## src/sv/msa_pkg.sv

```systemverilog
// shared types for the maximum size switch allocator
// no dependencies
package msa_pkg;
   typedef enum logic [2:0] {
      ST_LOAD,
      ST_SEED,
      ST_SCAN,
      ST_FLIP,
      ST_EMIT
   } msa_state_type;

   typedef struct packed {
      logic clear_match;
      logic seed;
      logic scan;
      logic flip;
      logic finish;
      logic emit;
   } msa_cmd_type;

   typedef struct packed {
      logic scan_found;
      logic scan_dead;
      logic flip_done;
      logic emit_last;
   } msa_status_type;
endpackage

```

## src/sv/msa_datapath.sv

```systemverilog
// matrix store, matching registers and augmenting path search datapath
// depends on msa_pkg
module msa_datapath import msa_pkg::*; #(
   parameter int NUM_INPUTS  = 8,
   parameter int NUM_OUTPUTS = 8
) (
   input  logic                 clock,
   input  logic                 reset,
   input  logic                 load_row,
   input  logic [7:0]           req_row,
   input  msa_cmd_type          cmd,
   output msa_status_type       status,
   output logic [2:0]           rsp_input_index,
   output logic                 rsp_granted,
   output logic [2:0]           rsp_output_index,
   output logic                 rsp_grant_last
);
   localparam int IW = (NUM_INPUTS > 1) ? $clog2(NUM_INPUTS) : 1;
   localparam int OW = (NUM_OUTPUTS > 1) ? $clog2(NUM_OUTPUTS) : 1;
   localparam int CW = $clog2(NUM_INPUTS + 1);

   logic [NUM_OUTPUTS-1:0] matrix_ff [NUM_INPUTS];
   logic [CW-1:0]          count_ff;
   logic [IW-1:0]          prio_ff;
   logic [NUM_INPUTS-1:0]  lok_ff;
   logic [OW-1:0]          lmatch_ff [NUM_INPUTS];
   logic [NUM_OUTPUTS-1:0] rok_ff;
   logic [IW-1:0]          rmatch_ff [NUM_OUTPUTS];
   logic [NUM_OUTPUTS-1:0] reached_ff;
   logic [IW-1:0]          from_ff [NUM_OUTPUTS];
   // bfs layers as ordered input lists
   logic [IW-1:0]          cur_list_ff [NUM_INPUTS];
   logic [IW-1:0]          nxt_list_ff [NUM_INPUTS];
   logic [CW-1:0]          cur_len_ff, nxt_len_ff;
   logic [IW-1:0]          pos_ff;
   logic [CW-1:0]          layer_ff;
   logic [OW-1:0]          fj_ff;
   logic [IW-1:0]          emit_ff;

   logic [IW-1:0] cur_i;
   logic [NUM_OUTPUTS-1:0] cand;
   logic found_free;
   logic [OW-1:0] free_j;
   logic [NUM_OUTPUTS-1:0] new_reach;
   logic [IW-1:0] seed_list [NUM_INPUTS];
   logic [CW-1:0] seed_len;
   logic [IW-1:0] app_list [NUM_INPUTS];
   logic [CW-1:0] app_len;
   logic layer_last;
   logic [IW-1:0] flip_i;

   // unmatched inputs in rotated order from the priority pointer
   always_comb begin
      logic [IW:0] r;
      seed_len = '0;
      r = '0;
      for (int k = 0; k < NUM_INPUTS; k++) seed_list[k] = '0;
      for (int k = 0; k < NUM_INPUTS; k++) begin
         r = (IW+1)'(k) + {1'b0, prio_ff};
         if (r >= (IW+1)'(NUM_INPUTS)) r = r - (IW+1)'(NUM_INPUTS);
         if (!lok_ff[r[IW-1:0]]) begin
            seed_list[seed_len[IW-1:0]] = r[IW-1:0];
            seed_len = seed_len + 1'b1;
         end
      end
   end

   always_comb begin
      cur_i = cur_list_ff[pos_ff];
      layer_last = (CW'(pos_ff) + CW'(1)) >= cur_len_ff;
      cand = matrix_ff[cur_i] & ~reached_ff;
      if (lok_ff[cur_i]) cand[lmatch_ff[cur_i]] = 1'b0;
      if (cur_len_ff == '0) cand = '0;
      found_free = 1'b0;
      free_j = '0;
      new_reach = cand;
      app_list = nxt_list_ff;
      app_len = nxt_len_ff;
      for (int j = NUM_OUTPUTS - 1; j >= 0; j--) begin
         if (cand[j] && !rok_ff[j]) begin
            found_free = 1'b1;
            free_j = OW'(j);
         end
      end
      // next layer keeps discovery order
      for (int j = 0; j < NUM_OUTPUTS; j++) begin
         if (found_free && OW'(j) > free_j) new_reach[j] = 1'b0;
         if (new_reach[j] && rok_ff[j] && app_len < CW'(NUM_INPUTS)) begin
            app_list[app_len[IW-1:0]] = rmatch_ff[j];
            app_len = app_len + 1'b1;
         end
      end
      flip_i = from_ff[fj_ff];
   end

   assign status.scan_found = cmd.scan && found_free;
   assign status.scan_dead  = cmd.scan && !found_free && layer_last &&
                              (app_len == '0 ||
                               layer_ff == CW'(NUM_INPUTS - 1));
   assign status.flip_done  = cmd.flip && !lok_ff[flip_i];
   assign status.emit_last  = cmd.emit && emit_ff == IW'(NUM_INPUTS - 1);

   assign rsp_input_index  = 3'(emit_ff);
   assign rsp_granted      = lok_ff[emit_ff];
   assign rsp_output_index = lok_ff[emit_ff] ? 3'(lmatch_ff[emit_ff]) : 3'd0;
   assign rsp_grant_last   = emit_ff == IW'(NUM_INPUTS - 1);

   always_ff @(posedge clock) begin
      if (reset) begin
         count_ff <= '0;
         prio_ff  <= '0;
         lok_ff   <= '0;
         rok_ff   <= '0;
         emit_ff  <= '0;
         for (int i = 0; i < NUM_INPUTS; i++) matrix_ff[i] <= '0;
      end else begin
         if (load_row && count_ff < CW'(NUM_INPUTS)) begin
            matrix_ff[count_ff[IW-1:0]] <= req_row[NUM_OUTPUTS-1:0];
            count_ff <= count_ff + 1'b1;
         end
         if (cmd.clear_match) begin
            lok_ff <= '0;
            rok_ff <= '0;
         end
         if (cmd.seed) begin
            reached_ff  <= '0;
            cur_list_ff <= seed_list;
            cur_len_ff  <= seed_len;
            nxt_len_ff  <= '0;
            pos_ff      <= '0;
            layer_ff    <= '0;
         end
         if (cmd.scan) begin
            reached_ff <= reached_ff | new_reach;
            for (int j = 0; j < NUM_OUTPUTS; j++)
               if (new_reach[j]) from_ff[j] <= cur_i;
            if (found_free) begin
               fj_ff <= free_j;
            end else if (layer_last) begin
               cur_list_ff <= app_list;
               cur_len_ff  <= app_len;
               nxt_len_ff  <= '0;
               pos_ff      <= '0;
               layer_ff    <= layer_ff + 1'b1;
            end else begin
               nxt_list_ff <= app_list;
               nxt_len_ff  <= app_len;
               pos_ff      <= pos_ff + 1'b1;
            end
         end
         if (cmd.flip) begin
            rmatch_ff[fj_ff] <= flip_i;
            rok_ff[fj_ff]    <= 1'b1;
            lmatch_ff[flip_i] <= fj_ff;
            lok_ff[flip_i]    <= 1'b1;
            fj_ff <= lmatch_ff[flip_i];
         end
         if (cmd.finish) begin
            prio_ff  <= (prio_ff == IW'(NUM_INPUTS - 1)) ? '0 : prio_ff + 1'b1;
            count_ff <= '0;
            emit_ff  <= '0;
         end
         if (cmd.emit) begin
            emit_ff <= (emit_ff == IW'(NUM_INPUTS - 1)) ? '0 : emit_ff + 1'b1;
            if (emit_ff == IW'(NUM_INPUTS - 1))
               for (int i = 0; i < NUM_INPUTS; i++) matrix_ff[i] <= '0;
         end
      end
   end
endmodule

```

## src/sv/msa_control.sv

```systemverilog
// allocation sequencer state machine
// depends on msa_pkg
module msa_control import msa_pkg::*; (
   input  logic           clock,
   input  logic           reset,
   input  logic           req_valid,
   input  logic           req_row_last,
   input  logic           rsp_ready,
   input  msa_status_type status,
   output logic           req_ready,
   output logic           rsp_valid,
   output logic           load_row,
   output msa_cmd_type    cmd
);
   msa_state_type state_ff, state_in;

   always_ff @(posedge clock) begin
      if (reset) state_ff <= ST_LOAD;
      else       state_ff <= state_in;
   end

   always_comb begin
      state_in = state_ff;
      unique case (state_ff)
         ST_LOAD: if (req_valid && req_row_last) state_in = ST_SEED;
         ST_SEED: state_in = ST_SCAN;
         ST_SCAN: begin
            if (status.scan_found)     state_in = ST_FLIP;
            else if (status.scan_dead) state_in = ST_EMIT;
         end
         ST_FLIP: if (status.flip_done) state_in = ST_SEED;
         ST_EMIT: if (rsp_ready && status.emit_last) state_in = ST_LOAD;
         default: state_in = ST_LOAD;
      endcase
   end

   always_comb begin
      cmd = '0;
      req_ready = 1'b0;
      rsp_valid = 1'b0;
      unique case (state_ff)
         ST_LOAD: begin
            req_ready = 1'b1;
            cmd.clear_match = 1'b1;
         end
         ST_SEED: cmd.seed = 1'b1;
         ST_SCAN: begin
            cmd.scan = 1'b1;
            cmd.finish = status.scan_dead;
         end
         ST_FLIP: cmd.flip = 1'b1;
         ST_EMIT: begin
            rsp_valid = 1'b1;
            cmd.emit = rsp_ready;
         end
         default: ;
      endcase
      load_row = req_valid && req_ready;
   end
endmodule

```

## src/sv/max_size_switch_allocator.sv

```systemverilog
// rows are stored in order as they are accepted; after the last row each augmenting path search takes
// a seed step, a scan step per frontier input and a flip step per flipped edge
// at most NUM_INPUTS+1 searches run, then NUM_INPUTS result words are sent
// throughput: one matrix at a time; rows are refused from the last row until the last result
// synchronous reset clears matching, row count, priority and the stored rows
module max_size_switch_allocator import msa_pkg::*; #(
   parameter int NUM_INPUTS  = 8,
   parameter int NUM_OUTPUTS = 8
) (
   input  logic       clock,
   input  logic       reset,
   input  logic       req_valid,
   output logic       req_ready,
   input  logic [7:0] req_row,
   input  logic       req_row_last,
   output logic       rsp_valid,
   input  logic       rsp_ready,
   output logic [2:0] rsp_input_index,
   output logic       rsp_granted,
   output logic [2:0] rsp_output_index,
   output logic       rsp_grant_last
);
   msa_cmd_type    cmd;
   msa_status_type status;
   logic           load_row;

   msa_control u_ctrl (
      .clock, .reset, .req_valid, .req_row_last, .rsp_ready, .status,
      .req_ready, .rsp_valid, .load_row, .cmd
   );

   msa_datapath #(.NUM_INPUTS(NUM_INPUTS), .NUM_OUTPUTS(NUM_OUTPUTS)) u_dp (
      .clock, .reset, .load_row, .req_row, .cmd, .status,
      .rsp_input_index, .rsp_granted, .rsp_output_index, .rsp_grant_last
   );
endmodule

```

## config.mk

```make
export PLATFORM = sky130hd
export DESIGN_NAME = max_size_switch_allocator
export DESIGN_NICKNAME = d
export VERILOG_FILES = /design/src/sv/msa_pkg.sv /design/src/sv/msa_datapath.sv /design/src/sv/msa_control.sv /design/src/sv/max_size_switch_allocator.sv
export SDC_FILE = /design/constraint.sdc
export NUM_CORES = 1
export LEC_CHECK = 0
export ABC_AREA = 1
export BUFFER_PORTS_ARGS = -buffer_cell sky130_fd_sc_hd__buf_2
export CAP_MARGIN = 10
export CORE_MARGIN = 5
export CORE_UTILIZATION = 35
export CTS_CLUSTER_SIZE = 24
export DETAILED_ROUTE_END_ITERATION = 10
export PLACE_DENSITY = 0.57
export SLEW_MARGIN = 20
export SYNTH_ARGS = -nofsm -noshare
export SYNTH_HDL_FRONTEND = slang
export SYNTH_SLANG_ARGS = --single-unit
```

## constraint.sdc

```tcl
create_clock -name clock -period 14.2 [get_ports clock]
set_clock_uncertainty 0.05 [all_clocks]
set_input_delay 4.26 -clock clock [delete_from_list [all_inputs] [get_ports clock]]
set_output_delay 4.26 -clock clock [all_outputs]
set_load 0.03 [all_outputs]
```

Word level (Yosys, flattened, before mapping)
Memory sizes are Yosys's and may differ from the RTL's. A register that Yosys moved wholly into a read port is not among the register bits.
Index checks and enable logic that the tools add are counted.
{ "word_totals": {"reg_bits": 103, "latchBits": 0, "ram_bits": 136, "romBits": 0, "in_bits": 13, "word_cells": 519, "mem_count": 4} }
{ "memory_table": {"columns": ["memory", "depth", "word_bits", "rd", "rd_clocked_by_memory_dff", "write_ports", "line_no", "text"], "rows": [
  ["u_dp.matrix_ff", 8, 8, 1, 0, 8, "msa_datapath.sv:22", "logic [NUM_OUTPUTS-1:0] matrix_ff [NUM_INPUTS];"],
  ["u_dp.from_ff", 8, 3, 1, 1, 8, "msa_datapath.sv:30", "logic [IW-1:0] from_ff [NUM_OUTPUTS];"],
  ["u_dp.lmatch_ff", 8, 3, 3, 1, 1, "msa_datapath.sv:26", "logic [OW-1:0] lmatch_ff [NUM_INPUTS];"],
  ["u_dp.rmatch_ff", 8, 3, 8, 0, 1, "msa_datapath.sv:28", "logic [IW-1:0] rmatch_ff [NUM_OUTPUTS];"]
]} }
{ "classes": {"n_addsub": 36, "multipliers": 0, "div": 0, "magnitude_cmp": 73, "n_eq_ne": 11, "shift": 0, "mux": 249, "bitwise": 34, "reduce_logical": 84} }
{ "op_table": {"columns": ["op", "n"], "rows": [
  ["24-bit 2-to-1 mux", 19],
  ["24-bit bitwise mux", 15],
  ["3-bit 2-to-1 mux", 55],
  ["8-bit 2-to-1 mux", 19],
  ["3-bit demux with 3-bit select", 15],
  ["4-bit 2-to-1 mux", 27],
  ["4-bit greater-or-equal comparator, second input constant", 23],
  ["1-bit 2-to-1 mux", 83],
  ["4-bit by 1-bit adder with 4-bit output, second input constant", 16],
  ["1-bit logical AND", 60],
  ["4-bit by 1-bit less-than comparator with 1-bit output, second input constant", 15],
  ["3-bit NOT with 4-bit output", 15],
  ["3-bit by 4-bit less-than comparator with 1-bit output, second input constant", 13],
  ["4-bit less-than comparator, second input constant", 9],
  ["1-bit binary-select mux with 3-bit select", 11],
  ["8-bit OR", 3],
  ["3-bit by 1-bit subtractor with 3-bit output, second input constant", 8],
  ["3-bit by 3-bit adder with 4-bit output, first input constant", 4],
  ["8-bit bitwise AND", 2],
  ["8-bit NOT", 2],
  ["3-bit one-hot mux with 5 select lines", 1],
  ["3-bit > comparator, first input constant", 4],
  ["1-bit logical NOT", 10],
  ["3-bit by 1-bit adder with 3-bit output, second input constant", 3],
  ["other kinds (30)", 55]
]} }

Longest topological paths before layout
An unclocked memory read counts as a cell.
{ "depth": {"word_depth": 57, "mapped_depth": 57} }

Hierarchy
From an unflattened synthesis, not the netlist that was laid out.
{ "hier_totals": {"cells_unflattened": 2327, "area_unflattened_um2": 17377.9} }
{ "by_module_without_submodules": {"columns": ["module", "n_inst", "cells_per_inst", "area_per_inst_um2", "seq_area_each_um2"], "rows": [
  ["msa_datapath", 1, 2277, 17102.7, 6946.7],
  ["msa_control", 1, 50, 275.3, 60.1]
]} }

Least setup slack after synthesis
No wires, ideal clock.
{ "synth_path": {"path_type": "register -> register", "from": "reg u_dp.pos_ff[0]", "to": "reg u_ctrl.state_ff[0]", "setup_time_ns": 0.115, "arrival_time_ns": 6.198, "required_time_ns": 14.035, "path_slack_ns": 7.837, "stages_incl_launch_ff": 53, "n_path_buf": 3, "path_cell_list": "edfxtp_1 > inv_2 > buf_6 > nand2_2 > nand3_2 > nand3_2 > nand2_2 > buf_6 > nand2_1 > nand3_1 > nand2_1 > nand2_1 > nand2_1 > nor2_4 > nand2_4 > nand3_4 > nand2_1 > nand2_2 > [... 17 more ...] > ha_1 > o21ai_2 > inv_2 > ha_1 > inv_1 > o21ai_2 > ha_1 > inv_1 > nand4_1 > nand2_1 > nand2_1 > nor2_1 > nand2_1 > nand2_1 > nand2_1 > buf_6 > a21oi_1 > nor2_1"} }
{ "synth_between": {"elab_chain_len": 54} }
{ "synth_lines": {"columns": ["item", "line_no", "text"], "rows": [
  ["start, declared", "msa_datapath.sv:35", "logic [IW-1:0] pos_ff;"],
  ["start signal, assigned", "msa_datapath.sv:148", "pos_ff <= pos_ff + 1'b1;"],
  ["3-bit NOT with 4-bit output (implied by the code)", "msa_datapath.sv:69", "cur_i = cur_list_ff[pos_ff];"],
  ["3-bit binary-select mux with 3-bit select", "msa_datapath.sv:69", null],
  ["3-bit 2-to-1 mux (implied by the code) (2 in series)", "msa_datapath.sv:69", null],
  ["memory 8 x 3 bit", null, null],
  ["3-bit by 4-bit less-than comparator with 1-bit output (implied by the code) / 3-bit by 1-bit greater-or-equal comparator with 1-bit output (equally long branches)", "msa_datapath.sv:72", "if (lok_ff[cur_i]) cand[lmatch_ff[cur_i]] = 1'b0;"],
  ["1-bit logical AND (implied by the code)", "msa_datapath.sv:72", null],
  ["1-bit 2-to-1 mux (implied by the code)", "msa_datapath.sv:72", null],
  ["1-bit demux with 3-bit select", null, null],
  ["[... 37 more ...]", null, null],
  ["4-bit less-than comparator", "msa_datapath.sv:88", "if (new_reach[j] && rok_ff[j] && app_len < CW'(NUM_INPUTS)) begin"],
  ["1-bit logical AND", "msa_datapath.sv:88", null],
  ["4-bit 2-to-1 mux", "msa_datapath.sv:88", null],
  ["4-bit logical NOT", "msa_datapath.sv:98", "(app_len == '0 ||"],
  ["1-bit logical OR", "msa_datapath.sv:98", null],
  ["1-bit logical AND", "msa_datapath.sv:97", "assign status.scan_dead = cmd.scan && !found_free && layer_last &&"],
  ["3-bit by 2-bit != test with 1-bit output (no source line)", null, null],
  ["4-bit AND reduction (no source line)", null, null],
  ["end signal, assigned", "msa_control.sv:19", "else state_ff <= state_in;"],
  ["end, declared", "msa_control.sv:15", "msa_state_type state_ff, state_in;"]
]} }
Several ways; a longest one is shown, not always the timed one. The select of a mux whose other input is x is not followed.
A chain may end at the register's enable or synchronous reset.

Worst setup path after layout
{ "layout_path": {"from": "reg u_dp.pos_ff[0]", "to": "reg u_dp.count_ff[0]"} }
{ "layout_between": {"elab_chain_len": 54} }
{ "layout_lines": {"columns": ["item", "line_no", "text"], "rows": [
  ["3-bit NOT with 4-bit output (implied by the code)", "msa_datapath.sv:69", null],
  ["3-bit binary-select mux with 3-bit select", "msa_datapath.sv:69", null],
  ["3-bit 2-to-1 mux (implied by the code) (2 in series)", "msa_datapath.sv:69", null],
  ["memory 8 x 3 bit", null, null],
  ["3-bit by 4-bit less-than comparator with 1-bit output (implied by the code) / 3-bit by 1-bit greater-or-equal comparator with 1-bit output (equally long branches)", "msa_datapath.sv:72", null],
  ["1-bit logical AND (implied by the code)", "msa_datapath.sv:72", null],
  ["1-bit 2-to-1 mux (implied by the code)", "msa_datapath.sv:72", null],
  ["1-bit demux with 3-bit select", null, null],
  ["[... 37 more ...]", null, null],
  ["4-bit less-than comparator", "msa_datapath.sv:88", null],
  ["1-bit logical AND", "msa_datapath.sv:88", null],
  ["4-bit 2-to-1 mux", "msa_datapath.sv:88", null],
  ["4-bit logical NOT", "msa_datapath.sv:98", null],
  ["1-bit logical OR", "msa_datapath.sv:98", null],
  ["1-bit logical AND (*)", "msa_datapath.sv:97", null],
  ["1-bit 2-to-1 mux (*)", "msa_control.sv:41", "unique case (state_ff)"],
  ["2-bit OR reduction (no source line) (*)", null, null],
  ["end signal, assigned", "msa_datapath.sv:119", "count_ff <= count_ff + 1'b1;"],
  ["end, declared", "msa_datapath.sv:23", "logic [CW-1:0] count_ff;"]
]} }
Mark *: on every way between the ends. The rest lies on a longest branch, timed or not. The select of a mux whose other input is x is not followed.

==> impl_metrics.py <==
metrics = {
    "place": {
        "gp_congestion": 0.911,
        "hpwl_um": 41800,
        "io_buffers": 22,
    },
    "sta": {
        "max_slew_margin": 0.375,
        "holdWs_ns": 0.479,
        "hold_viol": 0,
        "finalSetupViolCount": 0,
        "rsz0062_at_grt": "no",
        "max_freq_ghz": 0.118,
        "tightest_slew_ns": 0.937,
        "tns_ns": 0,
        "fin_crit_ns": 8.47,
        "slew_viol_final": 0,
        "fin_crit_sh": 0.596,
    },
    "final_layout": {
        "diodes": 0,
        "drive_above_1_share": 0.0775,
        "multiInputGateArea_mm2": 0.00854,
        "nets": 2308,
        "syn_to_final_growth_pct": 9.51,
        "final_util": 0.388,
        "ff_latch_area_mm2": 0.00701,
        "fillers": 5007,
    },
    "floorplan": {
        "die_w_um": 230,
        "rows": 80,
        "initial_core_util": 0.354,
        "dieArea_mm2": 0.0529,
        "io_pins": 23,
        "die_y_um": 230,
        "core_mm2": 0.0478,
    },
    "clock_network": {
        "holdBufCountCts": 0,
        "cts-resized-gates": 0,
        "root_buffer": "clkbuf_16",
        "postCtsSetupRepairBufs": 0,
        "clk_latency_ns": 0.60,
        "max-clock-path-buffers": 3,
        "cts_tree": "yes",
        "cts.sinks": 245,
        "h-tree-depth": 1,
        "clk_pin_slew_worst_paths_ns": 0.06,
        "cts_buffers": 28,
    },
    "worst_setup_path": {
        "slowest_delay_ns": 0.63,
        "cp.required_ns": 14.61,
        "rrSetupSlack_ns": 5.73,
        "endpoint_kind": "flip-flop",
        "arrival_ns": 8.88,
        "cpMostUsedCell": "nand2_1",
        "critPathTopFamily": "simple AND/OR/NAND/NOR gates",
        "start_kind": "flip-flop",
        "crit_type": "flip-flop to flip-flop",
        "crit_buf_inv": 10,
        "critPathSlowestCell": "edfxtp_1",
        "critPathMaxFanout": 29,
    },
    "run_status": {
        "status": "complete, no violations",
    },
    "grt": {
        "antenna_found_initial": 0,
        "grt_pass1_vias": 14919,
        "grt_max_degree": 55,
        "grt_overflow": 0,
        "grt_pass1_wl_um": 83600,
        "grt_usage": 0.198,
    },
    "pwr": {
        "power_frac_seq": 0.304,
        "power_frac_comb": 0.480,
        "swShare": 0.457,
        "p_leak_nw": 7.54,
        "cellInternalPower_mw": 1.84,
        "pwr-share-clk": 0.216,
        "vdd_drop_max_uv": 98.1,
        "power.total_mw": 3.39,
        "p_per_area_mw_per_mm2": 183,
        "power_switching_mw": 1.55,
    },
    "yosys": {
        "syn-cell-area_mm2": 0.0170,
        "synth_fp_nets": 2305,
        "synth-edff-count": 210,
        "yosysTopAreaCell": "edfxtp_1",
        "ys_warn_count": 0,
        "syn_inst": 2260,
        "synth_flop_cell": "edfxtp_1",
        "async_flop_share": 0,
        "synthTopCellsByArea": "edfxtp_1 (37%), nand2_1 (12%), o211ai_1 (6.5%)",
        "ys_seq_area_frac": 0.413,
        "synth_top_area_frac": 0.372,
        "synth_area_per_cell_um2": 7.50,
        "ys_ff_latch": 245,
        "yosysUniqueCellTypes": 57,
    },
    "job": {
        "cap_viol_max_count": 0,
    },
    "worst_hold_path": {
        "min_path_type": "flip-flop to flip-flop",
    },
    "routing": {
        "drtIter0Drc": 1417,
        "routedWlPerCell_um": 18.8,
        "drt_drc_violations_left": 0,
        "dr.pass1.iters": 6,
        "vias_per_cell": 5.50,
        "drt_wl_total_um": 54500,
        "antenna_left": 0,
        "vias": 15957,
    },
}
-- cells in the mapped netlist, types with 8 or more instances --
master,number
nand2_1,559
buf_2,10
o32ai_1,26
o21ai_1,26
nand2_2,19
nor3_1,12
o211ai_1,146
dfxtp_1,35
nor2_4,11
a31oi_1,8
o21ai_0,208
inv_1,267
edfxtp_1,210
ha_1,31
nor2_1,265
nand4_1,17
nand3_1,149
o22ai_1,18
a21oi_1,76
clkbuf_1,33
inv_2,22
-- power by group through the flow --
stage	logic, mW	registers, mW	clock network, mW
detailed placement	1.62	1.04	0
CTS	1.62	1.03	0.744
global placement	1.60	1.04	0
global route	1.83	1.04	0.778
finish	1.63	1.03	0.734
floorplan	1.23	0.997	0
-- cells by family (layout without fill, tap and decap cells) --
| family | Yosys count | in the layout | share of synthesized area |
|---|---|---|---|
| flops | 245 | 245 | 0.413 |
| mux | 6 | 6 | 0.00362 |
| fa+ha+maj | 32 | 32 | 0.0241 |
| buf+inv | 355 | 380 | 0.0838 |
| simple gates | 1071 | 1071 | 0.273 |
| compound gates | 538 | 538 | 0.195 |
| xor+xnor | 13 | 13 | 0.00782 |
-- final cells by class --
type,count,area share
clock buffer,35,0.0436
multi-input combinational,1660,0.460
sequential,245,0.377
inverter,297,0.0604
clock inverter,17,0.00761
timing repair buffer,31,0.00957
tap,615,0.0414
-- metal layers --
metal / part of all wire / track usage / up-vias / routed length, um
li1: - / - / 7758 / -
met1: 0.45 / 0.270 / 7590 / 24300
met2: 0.46 / 0.330 / 520 / 25300
met3: 0.056 / 0.0232 / 89 / 3050
met4: 0.034 / 0.0616 / 0 / 1840
met5: 0 / 0 / - / 0
-- tightest hold or removal path, stage by stage (launching register included) --
cell     delay [ns]
dfxtp_1        0.32
inv_1          0.07
o32ai_1        0.08
-- placed cells by master, fill, tap and decap left out, types with 8 or more instances in the layout --
| cell | count |
|---|---|
| clkinv_1 | 8 |
| ha_1 | 31 |
| nand2_2 | 19 |
| buf_2 | 22 |
| clkbuf_16 | 30 |
| o32ai_1 | 26 |
| nor2_1 | 264 |
| a21oi_1 | 76 |
| clkinv_2 | 10 |
| nor3_1 | 11 |
| a31oi_1 | 8 |
| nand2_1 | 559 |
| buf_4 | 9 |
| nand4_1 | 17 |
| dfxtp_1 | 35 |
| o211ai_1 | 146 |
| inv_1 | 267 |
| nand3_1 | 149 |
| inv_2 | 22 |
| o22ai_1 | 18 |
| nor2_4 | 12 |
| edfxtp_1 | 210 |
| o21ai_1 | 26 |
| o21ai_0 | 208 |
-- final timing paths --
check,end,cells past startpoint,from
worst max-delay path,u_dp.count_ff[0],49,u_dp.pos_ff[0]
worst min-delay path,u_dp.rok_ff[1],2,u_dp.rok_ff[1]
worst max register to register,u_dp.count_ff[0],49,u_dp.pos_ff[0]
worst min register to register,u_dp.rok_ff[1],2,u_dp.rok_ff[1]
-- metrics by stage --
step                instances  area (um^2)  setup slack [ns]
floorplan                2260        17000              7.84
global placement         2848        17600              5.89
detailed placement       2848        17600              5.72
CTS                      2900        18600              5.76
global route             2900        18600              4.95
finish                   2900        18600              5.73
-- registers in the layout, summed over array words and instances (netlist names), named ones only --
register and count:
u_dp.pos_ff 3, u_dp.lmatch_ff 24, u_dp.nxt_len_ff 4, u_dp.rsp_input_index 3
u_dp.count_ff 4, u_dp.lok_ff 8, u_dp.nxt_list_ff 24, u_dp.reached_ff 8
u_dp.layer_ff 4, u_dp.rmatch_ff 24, u_dp.matrix_ff 64, u_dp.prio_ff 3
u_dp.from_ff 24, u_dp.fj_ff 3, u_dp.cur_len_ff 4, u_ctrl.state_ff 3
u_dp.cur_list_ff 24, u_dp.rok_ff 8
(Power assumes the default switching activity.)
